<file path="src/riscv_fast_form_rewriter_assert.svh">
// ----------------------------------------------------------------------------
// riscv_fast_form_rewriter_assert.svh - assertion macros
// Shared property macros for the fast-form rewriter checks.
// ----------------------------------------------------------------------------
`ifndef RISCV_FAST_FORM_REWRITER_ASSERT_SVH
`define RISCV_FAST_FORM_REWRITER_ASSERT_SVH

// same-cycle implication, disabled while in reset
`define RVFR_ASSERT_NOW(label, clk, rst_n, ante, cons) \
	label: assert property (@(posedge clk) disable iff (!rst_n) (ante) |-> (cons)) \
		else $error("rvfr check failed");

// next-cycle implication, disabled while in reset
`define RVFR_ASSERT_NEXT(label, clk, rst_n, ante, cons) \
	label: assert property (@(posedge clk) disable iff (!rst_n) (ante) |=> (cons)) \
		else $error("rvfr check failed");

`endif

</file>
<file path="src/rvfr_pkg.sv">
// ----------------------------------------------------------------------------
// rvfr_pkg - fast-form rewriter package
// Payload types, handler codes, opcodes and register indexes.
// ----------------------------------------------------------------------------
`default_nettype none

package rvfr_pkg;

	localparam int DEFAULT_ADDR_WIDTH = 64;

	// JAL targets must fit 32 bits after the alignment shift
	localparam int JAL_LIMIT_BASE = 32;

	localparam logic [4:0] REG_RA = 5'd1;

	localparam logic [6:0] OPC_OP     = 7'h33;
	localparam logic [6:0] OPC_OP_IMM = 7'h13;
	localparam logic [6:0] OPC_BRANCH = 7'h63;
	localparam logic [6:0] OPC_STORE  = 7'h23;
	localparam logic [6:0] OPC_JAL    = 7'h6f;

	// compressed quadrant/funct3 match
	localparam logic [15:0] CI_OP_MASK   = 16'he003;
	localparam logic [15:0] CI_ADDI_CODE = 16'h0001;
	localparam logic [15:0] CI_LI_CODE   = 16'h4001;

	localparam logic [2:0] F3_B_EQ  = 3'd0;
	localparam logic [2:0] F3_B_NE  = 3'd1;
	localparam logic [2:0] F3_B_LT  = 3'd4;
	localparam logic [2:0] F3_B_GE  = 3'd5;
	localparam logic [2:0] F3_B_LTU = 3'd6;
	localparam logic [2:0] F3_B_GEU = 3'd7;
	localparam logic [2:0] F3_S_B   = 3'd0;
	localparam logic [2:0] F3_S_H   = 3'd1;
	localparam logic [2:0] F3_S_W   = 3'd2;
	localparam logic [2:0] F3_S_D   = 3'd3;

	typedef enum logic [4:0] {
		HC_NONE    = 5'd0,
		HC_ADD     = 5'd1,
		HC_LI      = 5'd2,
		HC_MV      = 5'd3,
		HC_ADDI    = 5'd4,
		HC_BEQZ    = 5'd5,
		HC_BNEZ    = 5'd6,
		HC_BLTZ    = 5'd7,
		HC_BGEZ    = 5'd8,
		HC_BEQ     = 5'd9,
		HC_BNE     = 5'd10,
		HC_BLT     = 5'd11,
		HC_BGE     = 5'd12,
		HC_BLTU    = 5'd13,
		HC_BGEU    = 5'd14,
		HC_SB_ZERO = 5'd15,
		HC_SH_ZERO = 5'd16,
		HC_SW_ZERO = 5'd17,
		HC_SD_ZERO = 5'd18,
		HC_SW_IMM  = 5'd19,
		HC_SD_IMM  = 5'd20,
		HC_JAL_X0  = 5'd21,
		HC_JAL_RA  = 5'd22,
		HC_C_ADDI  = 5'd23,
		HC_C_LI    = 5'd24
	} rvfr_code_t;

	typedef enum logic [2:0] {
		CFG_COMPRESSED_MODE = 3'd0,
		CFG_WIDE_XLEN       = 3'd1,
		CFG_INBOUND_ONLY    = 3'd2,
		CFG_EXEC_START      = 3'd3,
		CFG_EXEC_END        = 3'd4
	} rvfr_cfg_idx_t;

	typedef struct packed {
		logic        compressed_mode;
		logic        wide_xlen;
		logic        inbound_only;
	} rvfr_mode_t;

	typedef struct packed {
		logic [31:0] instr_word;
		logic [63:0] pc;
	} rvfr_in_t;

	typedef struct packed {
		logic [4:0]  handler_code;
		logic [31:0] fast_word;
	} rvfr_out_t;

endpackage

`default_nettype wire

</file>
<file path="src/riscv_fast_form_rewriter.sv">
// ----------------------------------------------------------------------------
// riscv_fast_form_rewriter - RISC-V fast-form pre-decoder
// Rewrites fetched instruction words into compact handler words.
// ----------------------------------------------------------------------------
// Usage:
//   in_*  : one transfer per fetched word (instr_word plus its pc).
//   out_* : one transfer per input word: handler_code (0 = not rewritten)
//           and fast_word (compact form, or the input word unchanged).
//   cfg_* : register writes, index 0..4; cfg_ready is always high.
//           Only write while no item is in flight.
// Path: the input register captures the word, then the result register
//   captures its decoded form after one pass of decode logic and drives out_valid.
// Throughput: one item per cycle while the output is not stalled; the input
//   register accepts a new word in the same cycle its previous word moves into
//   the result register.
// Stall: while out_ready is low and the result register is full, the input
//   register holds and in_ready drops once it is full too. No item is lost.
// Reset: arst_n clears both valid flags and loads register defaults
//   (compressed_mode = 1, all others 0).
// ----------------------------------------------------------------------------
`default_nettype none

module riscv_fast_form_rewriter #(
	parameter int ADDR_WIDTH = rvfr_pkg::DEFAULT_ADDR_WIDTH
) (
	input  logic                clk,
	input  logic                arst_n,
	input  logic                in_valid,
	output logic                in_ready,
	input  rvfr_pkg::rvfr_in_t  in_data,
	output logic                out_valid,
	input  logic                out_ready,
	output rvfr_pkg::rvfr_out_t out_data,
	input  logic                cfg_valid,
	output logic                cfg_ready,
	input  logic [2:0]          cfg_index,
	input  logic [63:0]         cfg_data
);
	import rvfr_pkg::*;

	// configuration registers
	rvfr_mode_t            mode_q;
	logic [ADDR_WIDTH-1:0] exec_start_q;
	logic [ADDR_WIDTH-1:0] exec_end_q;

	// stage 1: input register
	logic     valid_s1;
	rvfr_in_t item_s1;
	logic     adv_s1;

	// stage 2: result register
	logic      valid_q;
	rvfr_out_t res_q;
	rvfr_out_t res_d;

	assign cfg_ready = 1'b1;

	// bounds are kept at the address width, so compares need no masking
	always_ff @(posedge clk or negedge arst_n) begin
		if (!arst_n) begin
			mode_q.compressed_mode <= 1'b1;
			mode_q.wide_xlen       <= 1'b0;
			mode_q.inbound_only    <= 1'b0;
			exec_start_q           <= '0;
			exec_end_q             <= '0;
		end else if (cfg_valid && cfg_ready) begin
			case (cfg_index)
				CFG_COMPRESSED_MODE: mode_q.compressed_mode <= cfg_data[0];
				CFG_WIDE_XLEN:       mode_q.wide_xlen       <= cfg_data[0];
				CFG_INBOUND_ONLY:    mode_q.inbound_only    <= cfg_data[0];
				CFG_EXEC_START:      exec_start_q <= cfg_data[ADDR_WIDTH-1:0];
				CFG_EXEC_END:        exec_end_q   <= cfg_data[ADDR_WIDTH-1:0];
				default: begin
				end
			endcase
		end
	end

	// handshake: stage 1 moves on whenever the result register is free
	// or being drained this cycle
	assign adv_s1   = !valid_q || out_ready;
	assign in_ready = !valid_s1 || adv_s1;

	always_ff @(posedge clk or negedge arst_n) begin
		if (!arst_n) begin
			valid_s1 <= 1'b0;
		end else if (in_ready) begin
			valid_s1 <= in_valid;
		end
	end

	always_ff @(posedge clk) begin
		if (in_valid && in_ready) begin
			item_s1 <= in_data;
		end
	end

	rvfr_decode #(
		.ADDR_WIDTH(ADDR_WIDTH)
	) u_decode (
		.item      (item_s1),
		.mode      (mode_q),
		.exec_start(exec_start_q),
		.exec_end  (exec_end_q),
		.result    (res_d)
	);

	always_ff @(posedge clk or negedge arst_n) begin
		if (!arst_n) begin
			valid_q <= 1'b0;
		end else if (adv_s1) begin
			valid_q <= valid_s1;
		end
	end

	always_ff @(posedge clk) begin
		if (adv_s1 && valid_s1) begin
			res_q <= res_d;
		end
	end

	assign out_valid = valid_q;
	assign out_data  = res_q;

	// ------------------------------------------------------------------
	// checks
	// ------------------------------------------------------------------
`include "riscv_fast_form_rewriter_assert.svh"

	`RVFR_ASSERT_NEXT(a_in_lands_s1, clk, arst_n, in_valid && in_ready, valid_s1)
	`RVFR_ASSERT_NEXT(a_s1_lands_out, clk, arst_n, valid_s1 && adv_s1, out_valid)
	`RVFR_ASSERT_NOW(a_code_range, clk, arst_n, out_valid, out_data.handler_code <= HC_C_LI)
	`RVFR_ASSERT_NOW(a_c_form_rd, clk, arst_n,
		out_valid && (out_data.handler_code == HC_C_ADDI || out_data.handler_code == HC_C_LI),
		out_data.fast_word[4:0] != 5'd0 && out_data.fast_word[7:5] == 3'd0)

endmodule

`default_nettype wire

</file>
<file path="src/rvfr_decode.sv">
// ----------------------------------------------------------------------------
// rvfr_decode - fast-form decode logic
// Combinational classification and repacking of one instruction word.
// ----------------------------------------------------------------------------
`default_nettype none

module rvfr_decode #(
	parameter int ADDR_WIDTH = rvfr_pkg::DEFAULT_ADDR_WIDTH
) (
	input  rvfr_pkg::rvfr_in_t   item,
	input  rvfr_pkg::rvfr_mode_t mode,
	input  logic [ADDR_WIDTH-1:0] exec_start,
	input  logic [ADDR_WIDTH-1:0] exec_end,
	output rvfr_pkg::rvfr_out_t  result
);
	import rvfr_pkg::*;

	logic [31:0] w;
	logic [6:0]  opc;
	logic [4:0]  rd, rs1, rs2;
	logic [2:0]  f3;
	logic [12:0] b_raw;
	logic [20:0] j_raw;
	logic [11:0] i_raw, s_raw;
	logic [15:0] i_imm16, s_imm16, b_imm16;
	logic [ADDR_WIDTH-1:0] pc_a, off_ext, dest;
	logic [63:0] dest64;
	logic        align_ok, in_exec, hi_ok;
	logic [31:0] zw, bw, sw0, swi, jw, cw;
	logic [4:0]  c_rd;
	logic [5:0]  c_imm6;

	always_comb begin
		w   = item.instr_word;
		opc = w[6:0];
		rd  = w[11:7];
		f3  = w[14:12];
		rs1 = w[19:15];
		rs2 = w[24:20];

		i_raw   = w[31:20];
		s_raw   = {w[31:25], w[11:7]};
		b_raw   = {w[31], w[7], w[30:25], w[11:8], 1'b0};
		j_raw   = {w[31], w[19:12], w[20], w[30:21], 1'b0};
		i_imm16 = {{4{i_raw[11]}}, i_raw};
		s_imm16 = {{4{s_raw[11]}}, s_raw};
		b_imm16 = {{3{b_raw[12]}}, b_raw} - 16'd4;

		// one target adder shared by branch and jal
		pc_a    = item.pc[ADDR_WIDTH-1:0];
		off_ext = (opc == OPC_JAL) ? {{(ADDR_WIDTH-21){j_raw[20]}}, j_raw}
		                           : {{(ADDR_WIDTH-13){b_raw[12]}}, b_raw};
		dest    = pc_a + off_ext - ADDR_WIDTH'(4);
		dest64  = 64'(dest);

		align_ok = mode.compressed_mode ? !dest[0] : (dest[1:0] == 2'b00);
		in_exec  = (dest >= exec_start) && (dest < exec_end);
		hi_ok    = mode.compressed_mode ? (dest64[63:JAL_LIMIT_BASE+1] == '0)
		                                : (dest64[63:JAL_LIMIT_BASE+2] == '0);

		zw  = {b_imm16, 8'd0, 3'd0, rs1};
		bw  = {b_imm16, 3'd0, rs1, 3'd0, rs2};
		sw0 = {s_imm16, 3'd0, rs1, 8'd0};
		swi = {s_imm16, 3'd0, rs1, 3'd0, rs2};
		jw  = mode.compressed_mode ? dest64[32:1] : dest64[33:2];

		c_rd   = w[11:7];
		c_imm6 = {w[12], w[6:2]};
		cw     = {w[31:16], {2{c_imm6[5]}}, c_imm6, 3'd0, c_rd};

		result.handler_code = HC_NONE;
		result.fast_word    = w;

		if (w[1:0] == 2'b11) begin
			case (opc)
				OPC_OP: begin
					if (rd != 5'd0 && f3 == 3'd0 && w[31:25] == 7'd0) begin
						result.handler_code = HC_ADD;
						result.fast_word    = {8'd0, 3'd0, rs2, 3'd0, rs1, 3'd0, rd};
					end
				end
				OPC_OP_IMM: begin
					if (rd != 5'd0 && f3 == 3'd0) begin
						if (rs1 == 5'd0) begin
							result.handler_code = HC_LI;
							result.fast_word    = {i_imm16, 8'd0, 3'd0, rd};
						end else if (i_raw == 12'd0) begin
							result.handler_code = HC_MV;
							result.fast_word    = {11'd0, rd, 11'd0, rs1};
						end else begin
							result.handler_code = HC_ADDI;
							result.fast_word    = {i_imm16, 3'd0, rd, 3'd0, rs1};
						end
					end
				end
				OPC_BRANCH: begin
					if (align_ok && (!mode.inbound_only || in_exec)) begin
						if (rs2 == 5'd0 && f3 == F3_B_EQ) begin
							result.handler_code = HC_BEQZ;
							result.fast_word    = zw;
						end else if (rs2 == 5'd0 && f3 == F3_B_NE) begin
							result.handler_code = HC_BNEZ;
							result.fast_word    = zw;
						end else if (rs2 == 5'd0 && f3 == F3_B_LT) begin
							result.handler_code = HC_BLTZ;
							result.fast_word    = zw;
						end else if (rs2 == 5'd0 && f3 == F3_B_GE) begin
							result.handler_code = HC_BGEZ;
							result.fast_word    = zw;
						end else begin
							case (f3)
								F3_B_EQ: begin
									result.handler_code = HC_BEQ;
									result.fast_word    = bw;
								end
								F3_B_NE: begin
									result.handler_code = HC_BNE;
									result.fast_word    = bw;
								end
								F3_B_LT: begin
									result.handler_code = HC_BLT;
									result.fast_word    = bw;
								end
								F3_B_GE: begin
									result.handler_code = HC_BGE;
									result.fast_word    = bw;
								end
								F3_B_LTU: begin
									result.handler_code = HC_BLTU;
									result.fast_word    = bw;
								end
								F3_B_GEU: begin
									result.handler_code = HC_BGEU;
									result.fast_word    = bw;
								end
								default: begin
									result.handler_code = HC_NONE;
								end
							endcase
						end
					end
				end
				OPC_STORE: begin
					if (rs2 == 5'd0) begin
						case (f3)
							F3_S_B: begin
								result.handler_code = HC_SB_ZERO;
								result.fast_word    = sw0;
							end
							F3_S_H: begin
								result.handler_code = HC_SH_ZERO;
								result.fast_word    = sw0;
							end
							F3_S_W: begin
								result.handler_code = HC_SW_ZERO;
								result.fast_word    = sw0;
							end
							F3_S_D: begin
								if (mode.wide_xlen) begin
									result.handler_code = HC_SD_ZERO;
									result.fast_word    = sw0;
								end
							end
							default: begin
								result.handler_code = HC_NONE;
							end
						endcase
					end else if (s_raw != 12'd0) begin
						if (f3 == F3_S_W) begin
							result.handler_code = HC_SW_IMM;
							result.fast_word    = swi;
						end else if (f3 == F3_S_D && mode.wide_xlen) begin
							result.handler_code = HC_SD_IMM;
							result.fast_word    = swi;
						end
					end
				end
				OPC_JAL: begin
					if (align_ok && hi_ok && in_exec) begin
						if (rd == 5'd0) begin
							result.handler_code = HC_JAL_X0;
							result.fast_word    = jw;
						end else if (rd == REG_RA) begin
							result.handler_code = HC_JAL_RA;
							result.fast_word    = jw;
						end
					end
				end
				default: begin
					result.handler_code = HC_NONE;
				end
			endcase
		end else if (c_rd != 5'd0) begin
			if ((w[15:0] & CI_OP_MASK) == CI_ADDI_CODE) begin
				result.handler_code = HC_C_ADDI;
				result.fast_word    = cw;
			end else if ((w[15:0] & CI_OP_MASK) == CI_LI_CODE) begin
				result.handler_code = HC_C_LI;
				result.fast_word    = cw;
			end
		end
	end

endmodule

`default_nettype wire

</file>
<file path="config.mk">
export PLATFORM = sky130hd
export DESIGN_NAME = riscv_fast_form_rewriter
export DESIGN_NICKNAME = d
export VERILOG_FILES = /design/src/rvfr_pkg.sv /design/src/riscv_fast_form_rewriter.sv /design/src/rvfr_decode.sv
export VERILOG_INCLUDE_DIRS = /design/src /design/src/src
export SDC_FILE = /design/constraint.sdc
export NUM_CORES = 1
export LEC_CHECK = 0
export BUFFER_PORTS_ARGS = -buffer_cell sky130_fd_sc_hd__buf_2
export CORE_MARGIN = 4
export CORE_UTILIZATION = 45
export CTS_CLUSTER_SIZE = 10
export DETAILED_ROUTE_END_ITERATION = 10
export GPL_TIMING_DRIVEN = 0
export PLACE_DENSITY = 0.64
export SLEW_MARGIN = 20
export SYNTH_ARGS = -nofsm -noshare
export SYNTH_HDL_FRONTEND = slang
export SYNTH_SLANG_ARGS = --single-unit
</file>
<file path="constraint.sdc">
create_clock -name clk -period 11.9 [get_ports clk]
set_input_delay 1.785 -clock clk [delete_from_list [all_inputs] [get_ports clk]]
set_output_delay 1.785 -clock clk [all_outputs]
set_load 0.05 [all_outputs]
</file>
==> run metrics, run 1 <==
status finished clean; Post-Syn Instances 2497; Synth Flop Type edfxtp_1; CTS tree built; period utilization 95.8%; crit path max fanout 10; total power about 3.8 mW; core footprint ~0.047 sq mm; count leader, synth inv_1; Yosys reg bits ~270; slowest stage cell, crit path a211oi_1; vias per cell about 6; max_slew headroom roughly 26%; fraction of registers with async set/reset around half; Detailed Place HPWL ~61 mm; GP Congestion 1.00; Highest Clock Rate about 0.088 GHz; Die X 227 um; Switching Share around two fifths; Synth Area per Inst between 8 and 9 sq um; number of setup buffers added after CTS 0; Num CTS Buffers 34; Starting Density roughly 46%; Core Rows slightly below 80; Die Ht around 230 um; max-slew violation count 0; vias in the first global route between 15000 and 20000; Clock power frac roughly 25%; Layout Skew approximately 0.026 ns; # DRC 0; Seq pwr share between 30% and 40%; synth top area cells edfxtp_1 19%, dfrtp_1 15%, ha_1 15%; Post-Syn Area roughly 0.021 sq mm; Int Pwr 2.26 mW; Worst EP required approximately 12 ns; Post-synth top cells 345 x inv_1, 284 x nand2_1, 252 x ha_1; DR pass1 iterations 8; setup TNS 0 ns; Worst Path Arrival around 12 ns; initial DRC count roughly 2000; Root Buffer clkbuf_16; sw power between 1.5 and 2 mW; Final Hold Viols 0; P_leak 10.9 nW; Clock Tree Buf Depth 3; fin cells 3366; final core occ between 50% and 60%; placed insts around 3300; Worst-path clk slew ~0.050 ns; initial antenna violation count 0; number of synthesized flops with an enable pin 133; maxcap violations 0; cell mode on critical path a211oi_1; WL final 76.1 mm; VDD IR max between 0.1 and 0.15 mV; pwr/cell area ~160 mW/mm^2; Syn-to-layout area delta 13.6%; Post-CTS Resized 0; Gate power share 44.1%; largest stage delay on the critical path 0.68 ns; Ys Warns 0; syn nets a little under 3000; crit start category flip-flop; largest net degree at the start of global routing 77; number of port buffers about 210; Tmin final 11.40 ns; HP Class flip-flop to flip-flop; top-area cell type share of the netlist area a little under a fifth; CTS sink cnt 266; Tightest Pin Transition 1.11 ns; Vias 20100; register area share after synthesis 34.1%; cts hold-fix bufs 0; CP endpoint kind flip-flop; H-Tree Depth 2; share of cells above drive strength 1 14.3%; number of diodes 0; Yosys cell types 97; Final nets roughly 3200; WL per Instance ~23 um; Total GRT Usage 28.7%; WS Path Type flip-flop to flip-flop; Finish-stage setup viols 0; area of the die between 0.05 and 0.06 sq mm; Routed Antenna Nets 0; area leader, netlist edfxtp_1; RSZ-0062 raised after global routing false; gr ovfl total 0; io pins 208; global-route wire length before repair 114 mm; worst skew pair latency about 0.56 ns
==> area by class of cell <==
cell class                 instances  area, sq um
timing repair buffer             209         1120
buffer                           105          462
clock inverter                     5         76.3
tap                              607          759
fill                            4479        22400
multi-input combinational       1779        12400
sequential                       266         7320
clock buffer                      48          935
inverter                         347         1300
==> layer usage <==
metal | share of wire (%) | track usage (%) | vias to the layer above
met2 | 47 | 49.3 | 845
met4 | 4.3 | 11.3 | 0
met5 | 0 | 0 | -
met1 | 41 | 36.2 | 9633
li1 | - | - | 9437
met3 | 7.4 | 5.01 | 185
==> sequential cells by signal, summed over array words and instances (netlist names) <==
signal	cells
out_data	37
out_valid	1
exec_start_q	64
valid_s1	1
item_s1	96
exec_end_q	64
mode_q	3
==> worst max-delay path: cells and delay by family (launching register included) <==
family                   cells  cell delay, ns
adder cells (fa/ha/maj)      3            0.79
multiplexers                 1            0.33
XOR/XNOR                     1            0.50
buffers and inverters        4            1.41
flip-flops                   1            0.56
AND/OR/NAND/NOR             13            3.98
AO/OA/AOI/OAI                8            3.55
==> cell usage in the layout, fill, tap and decap left out, drive strengths merged, types with 41 or more instances in the layout <==
cell type / count
nand2: 285
nor2: 127
nor3: 41
nand4: 48
buf: 239
o21ai: 197
inv: 348
dfrtp: 132
nand3: 45
a21oi: 194
edfxtp: 133
mux2: 70
clkbuf: 123
ha: 252
==> final timing paths <==
path	from	to	slack, ns	cells past startpoint
max	item_s1[65]	out_data[28]	0.50	30
min	valid_s1	out_valid	0.48	1
max reg2reg	item_s1[65]	out_data[28]	0.50	30
min reg2reg	valid_s1	out_valid	0.48	1
max in group asynchronous	arst_n	exec_end_q[50]	9.97	2
min in group asynchronous	arst_n	exec_start_q[4]	1.16	1
==> power groups by stage <==
stage          logic, mW  clock network (mW)  registers (mW)
3_5_place_dp        1.64                   0            1.18
2_1_floorplan       1.08                   0            1.20
4_1_cts             1.65               0.992            1.16
6_report            1.68               0.965            1.16
3_3_place_gp        1.58                   0            1.18
5_1_grt             1.84                1.03            1.17
==> cells by family after synthesis <==
logic type                 synth area share, %
AOI/OAI and AO/OA                         21.0
xor gates and xnor gates                  2.16
adders and majority gates                 14.8
buffers and inverters                     8.21
DFF                                       34.1
muxes                                     4.69
other                                   0.0174
and+or+nand+nor                           15.1
==> stage by stage <==
step / hold WS [ns] / worst slack (ns) / instance area (sq um)
2_1_floorplan: 0.449 / 4.93 / 21500
3_3_place_gp: 0.462 / 0.611 / 23300
3_5_place_dp: 0.467 / 1.18 / 23400
4_1_cts: 0.481 / 1.12 / 24400
5_1_grt: 0.497 / 0.316 / 24400
6_report: 0.476 / 0.501 / 24400
Note: power is estimated with default switching activity, not from simulation.
==> run 2, diff against run 1 <==
--- a/config.mk
+++ b/config.mk
@@ -12,7 +12,7 @@
 export CTS_CLUSTER_SIZE = 10
 export DETAILED_ROUTE_END_ITERATION = 10
 export GPL_TIMING_DRIVEN = 0
-export PLACE_DENSITY = 0.64
+export PLACE_DENSITY = 0.73
 export SLEW_MARGIN = 20
 export SYNTH_ARGS = -nofsm -noshare
 export SYNTH_HDL_FRONTEND = slang
==> run 2 against run 1 <==
Compared with the run above:
- setup slack got worse by 0.27 ns
- cell count rose by 0.12%
- highest routed layer unchanged
- core utilization is essentially flat
- die area stayed put
- combinational power about the same
- largest cell class unchanged
==> run metrics, run 2 (same netlist as run 1, synthesis figures left out) <==
Final nets 3163 (unchanged); Die Ht 227 um (unchanged); WL final 78.0 mm (+2.4%); WS Path Type flip-flop to flip-flop; pwr/cell area 156 mW/mm^2 (+0.41%); global-route wire length before repair 116 mm (+1.8%); core footprint 0.0469 sq mm (unchanged); most frequent cells in the layout 345 x inv_1, 284 x nand2_1, 252 x ha_1; slowest stage cell, crit path a211oi_1; most common cell after layout, fill and taps aside inv_1; Vias 20300 (+0.87%); largest stage delay on the critical path 0.77 ns (+0.09 ns); Worst Path Arrival 11.94 ns (+0.28 ns); WHS 0.505 ns (+0.0281 ns); initial DRC count 2046 (+3.8%); status finished clean; max_slew headroom 16.4% (-9.5 points); vias per cell 6.02 (+0.75%); Biggest register item_s1; Num CTS Buffers 34 (unchanged); dpl ws 0.916 ns (-0.266 ns); Post-CTS Resized 0 (unchanged); crit start category flip-flop; number of flip-flops under the largest register name 96 (unchanged); cts hold-fix bufs 0 (unchanged); VDD IR max 0.125 mV (+6.3%); HP Class flip-flop to flip-flop; WL per Instance 23.1 um (+2.3%); Tightest Pin Transition 1.24 ns (+0.132 ns); setup TNS 0 ns (unchanged); Buf/Inv on CP 4 (unchanged); Final Hold Viols 0 (unchanged); Root Buffer clkbuf_16; GP Congestion 1.00 (+0.24%); io pins 208 (unchanged); initial antenna violation count 0 (unchanged); Total GRT Usage 29.3% (+0.60 points); Layout Skew 0.0280 ns (+0.00243 ns); Worst-path clk slew 0.05 ns (about the same); number of setup buffers added after CTS 0 (unchanged); Final WS setup 0.230 ns (-0.272 ns); number of diodes 0 (unchanged); Die X 227 um (unchanged); # DRC 0 (unchanged); largest registers item_s1: 96 flops, exec_end_q: 64 flops, exec_start_q: 64 flops; Starting Density 45.9% (unchanged); CP endpoint kind flip-flop; CTS tree built; Highest Clock Rate 0.0857 GHz (-2.3%); Core Rows 79 (unchanged); vias in the first global route 19600 (+0.42%); Finish-stage setup viols 0 (unchanged); Detailed Place HPWL 62.3 mm (+1.8%); max-slew violation count 0 (unchanged); DR pass1 iterations 7 (-1); Tmin final 11.67 ns (+0.272 ns); P_leak 10.9 nW (about the same); Syn-to-layout area delta 13.5% (about the same); worst skew pair latency 0.57 ns (about the same); area of the die 0.0513 sq mm (unchanged); maxcap violations 0 (unchanged); Clock Tree Buf Depth 3 (unchanged); RSZ-0062 raised after global routing false; CTS sink cnt 266 (unchanged); Routed Antenna Nets 0 (unchanged); crit path max fanout 10 (unchanged); Worst EP required 12.17 ns (about the same); number of port buffers 206 (unchanged); largest net degree at the start of global routing 83 (+7.8%); dominant delay contributor by cell family on the critical path simple AND/OR/NAND/NOR gates; H-Tree Depth 2 (unchanged); share of cells above drive strength 1 14.2% (-0.093 points); period utilization 98.1% (+2.3 points); gr ovfl total 0 (unchanged); cell mode on critical path a211oi_1
run 2: per-layer routing:
metal / GRT usage [%] / part of all wire (%)
met4: 10.9 / 4.1
met1: 37.3 / 41
met5: 0 / 0
met2: 50.0 / 48
met3: 5.41 / 7.6
run 2: report_power, final:
| part | internal, mW | leakage [nW] | switching (mW) | total (mW) |
|---|---|---|---|---|
| logic | 0.587 | 7.56 | 1.10 | 1.69 |
| clock network | 0.556 | 0.491 | 0.410 | 0.966 |
| registers | 1.11 | 2.88 | 0.0577 | 1.16 |
run 2: worst reg2reg max path: cells and delay by family, from the launching register on:
kind / cells / cell delay, ns
AND/OR/NAND/NOR: 13 / 4.11
AO/OA/AOI/OAI: 8 / 3.67
multiplexers: 1 / 0.20
XOR/XNOR: 1 / 0.47
flip-flops: 1 / 0.52
adder cells (fa/ha/maj): 3 / 0.90
buffers and inverters: 4 / 1.52
run 2: final timing paths:
check,to,slack [ns],cells past startpoint,from
worst max-delay path,out_data[28],0.23,30,item_s1[64]
worst min-delay path,out_valid,0.50,1,valid_s1
worst max register to register,out_data[28],0.23,30,item_s1[64]
worst min register to register,out_valid,0.50,1,valid_s1
max in group asynchronous,exec_end_q[50],10.00,2,arst_n
min in group asynchronous,exec_start_q[6],1.13,1,arst_n
run 2: area by class of cell:
type	instances	area (sq um)
fill	4412	22500
multi-input combinational	1779	12400
sequential	266	7320
inverter	347	1300
timing repair buffer	209	1120
clock buffer	51	946
tap	607	759
buffer	105	462
clock inverter	6	77.6
run 2: stage by stage:
step	utilization [%]	cell area (sq um)	power, mW	std cells
6_report	52.1	24400	3.82	3370
5_1_grt	52.1	24400	4.06	3370
4_1_cts	52.1	24400	3.81	3370
3_5_place_dp	49.9	23400	2.82	3313
3_3_place_gp	49.7	23300	2.76	3310
2_1_floorplan	-	21500	2.28	2497
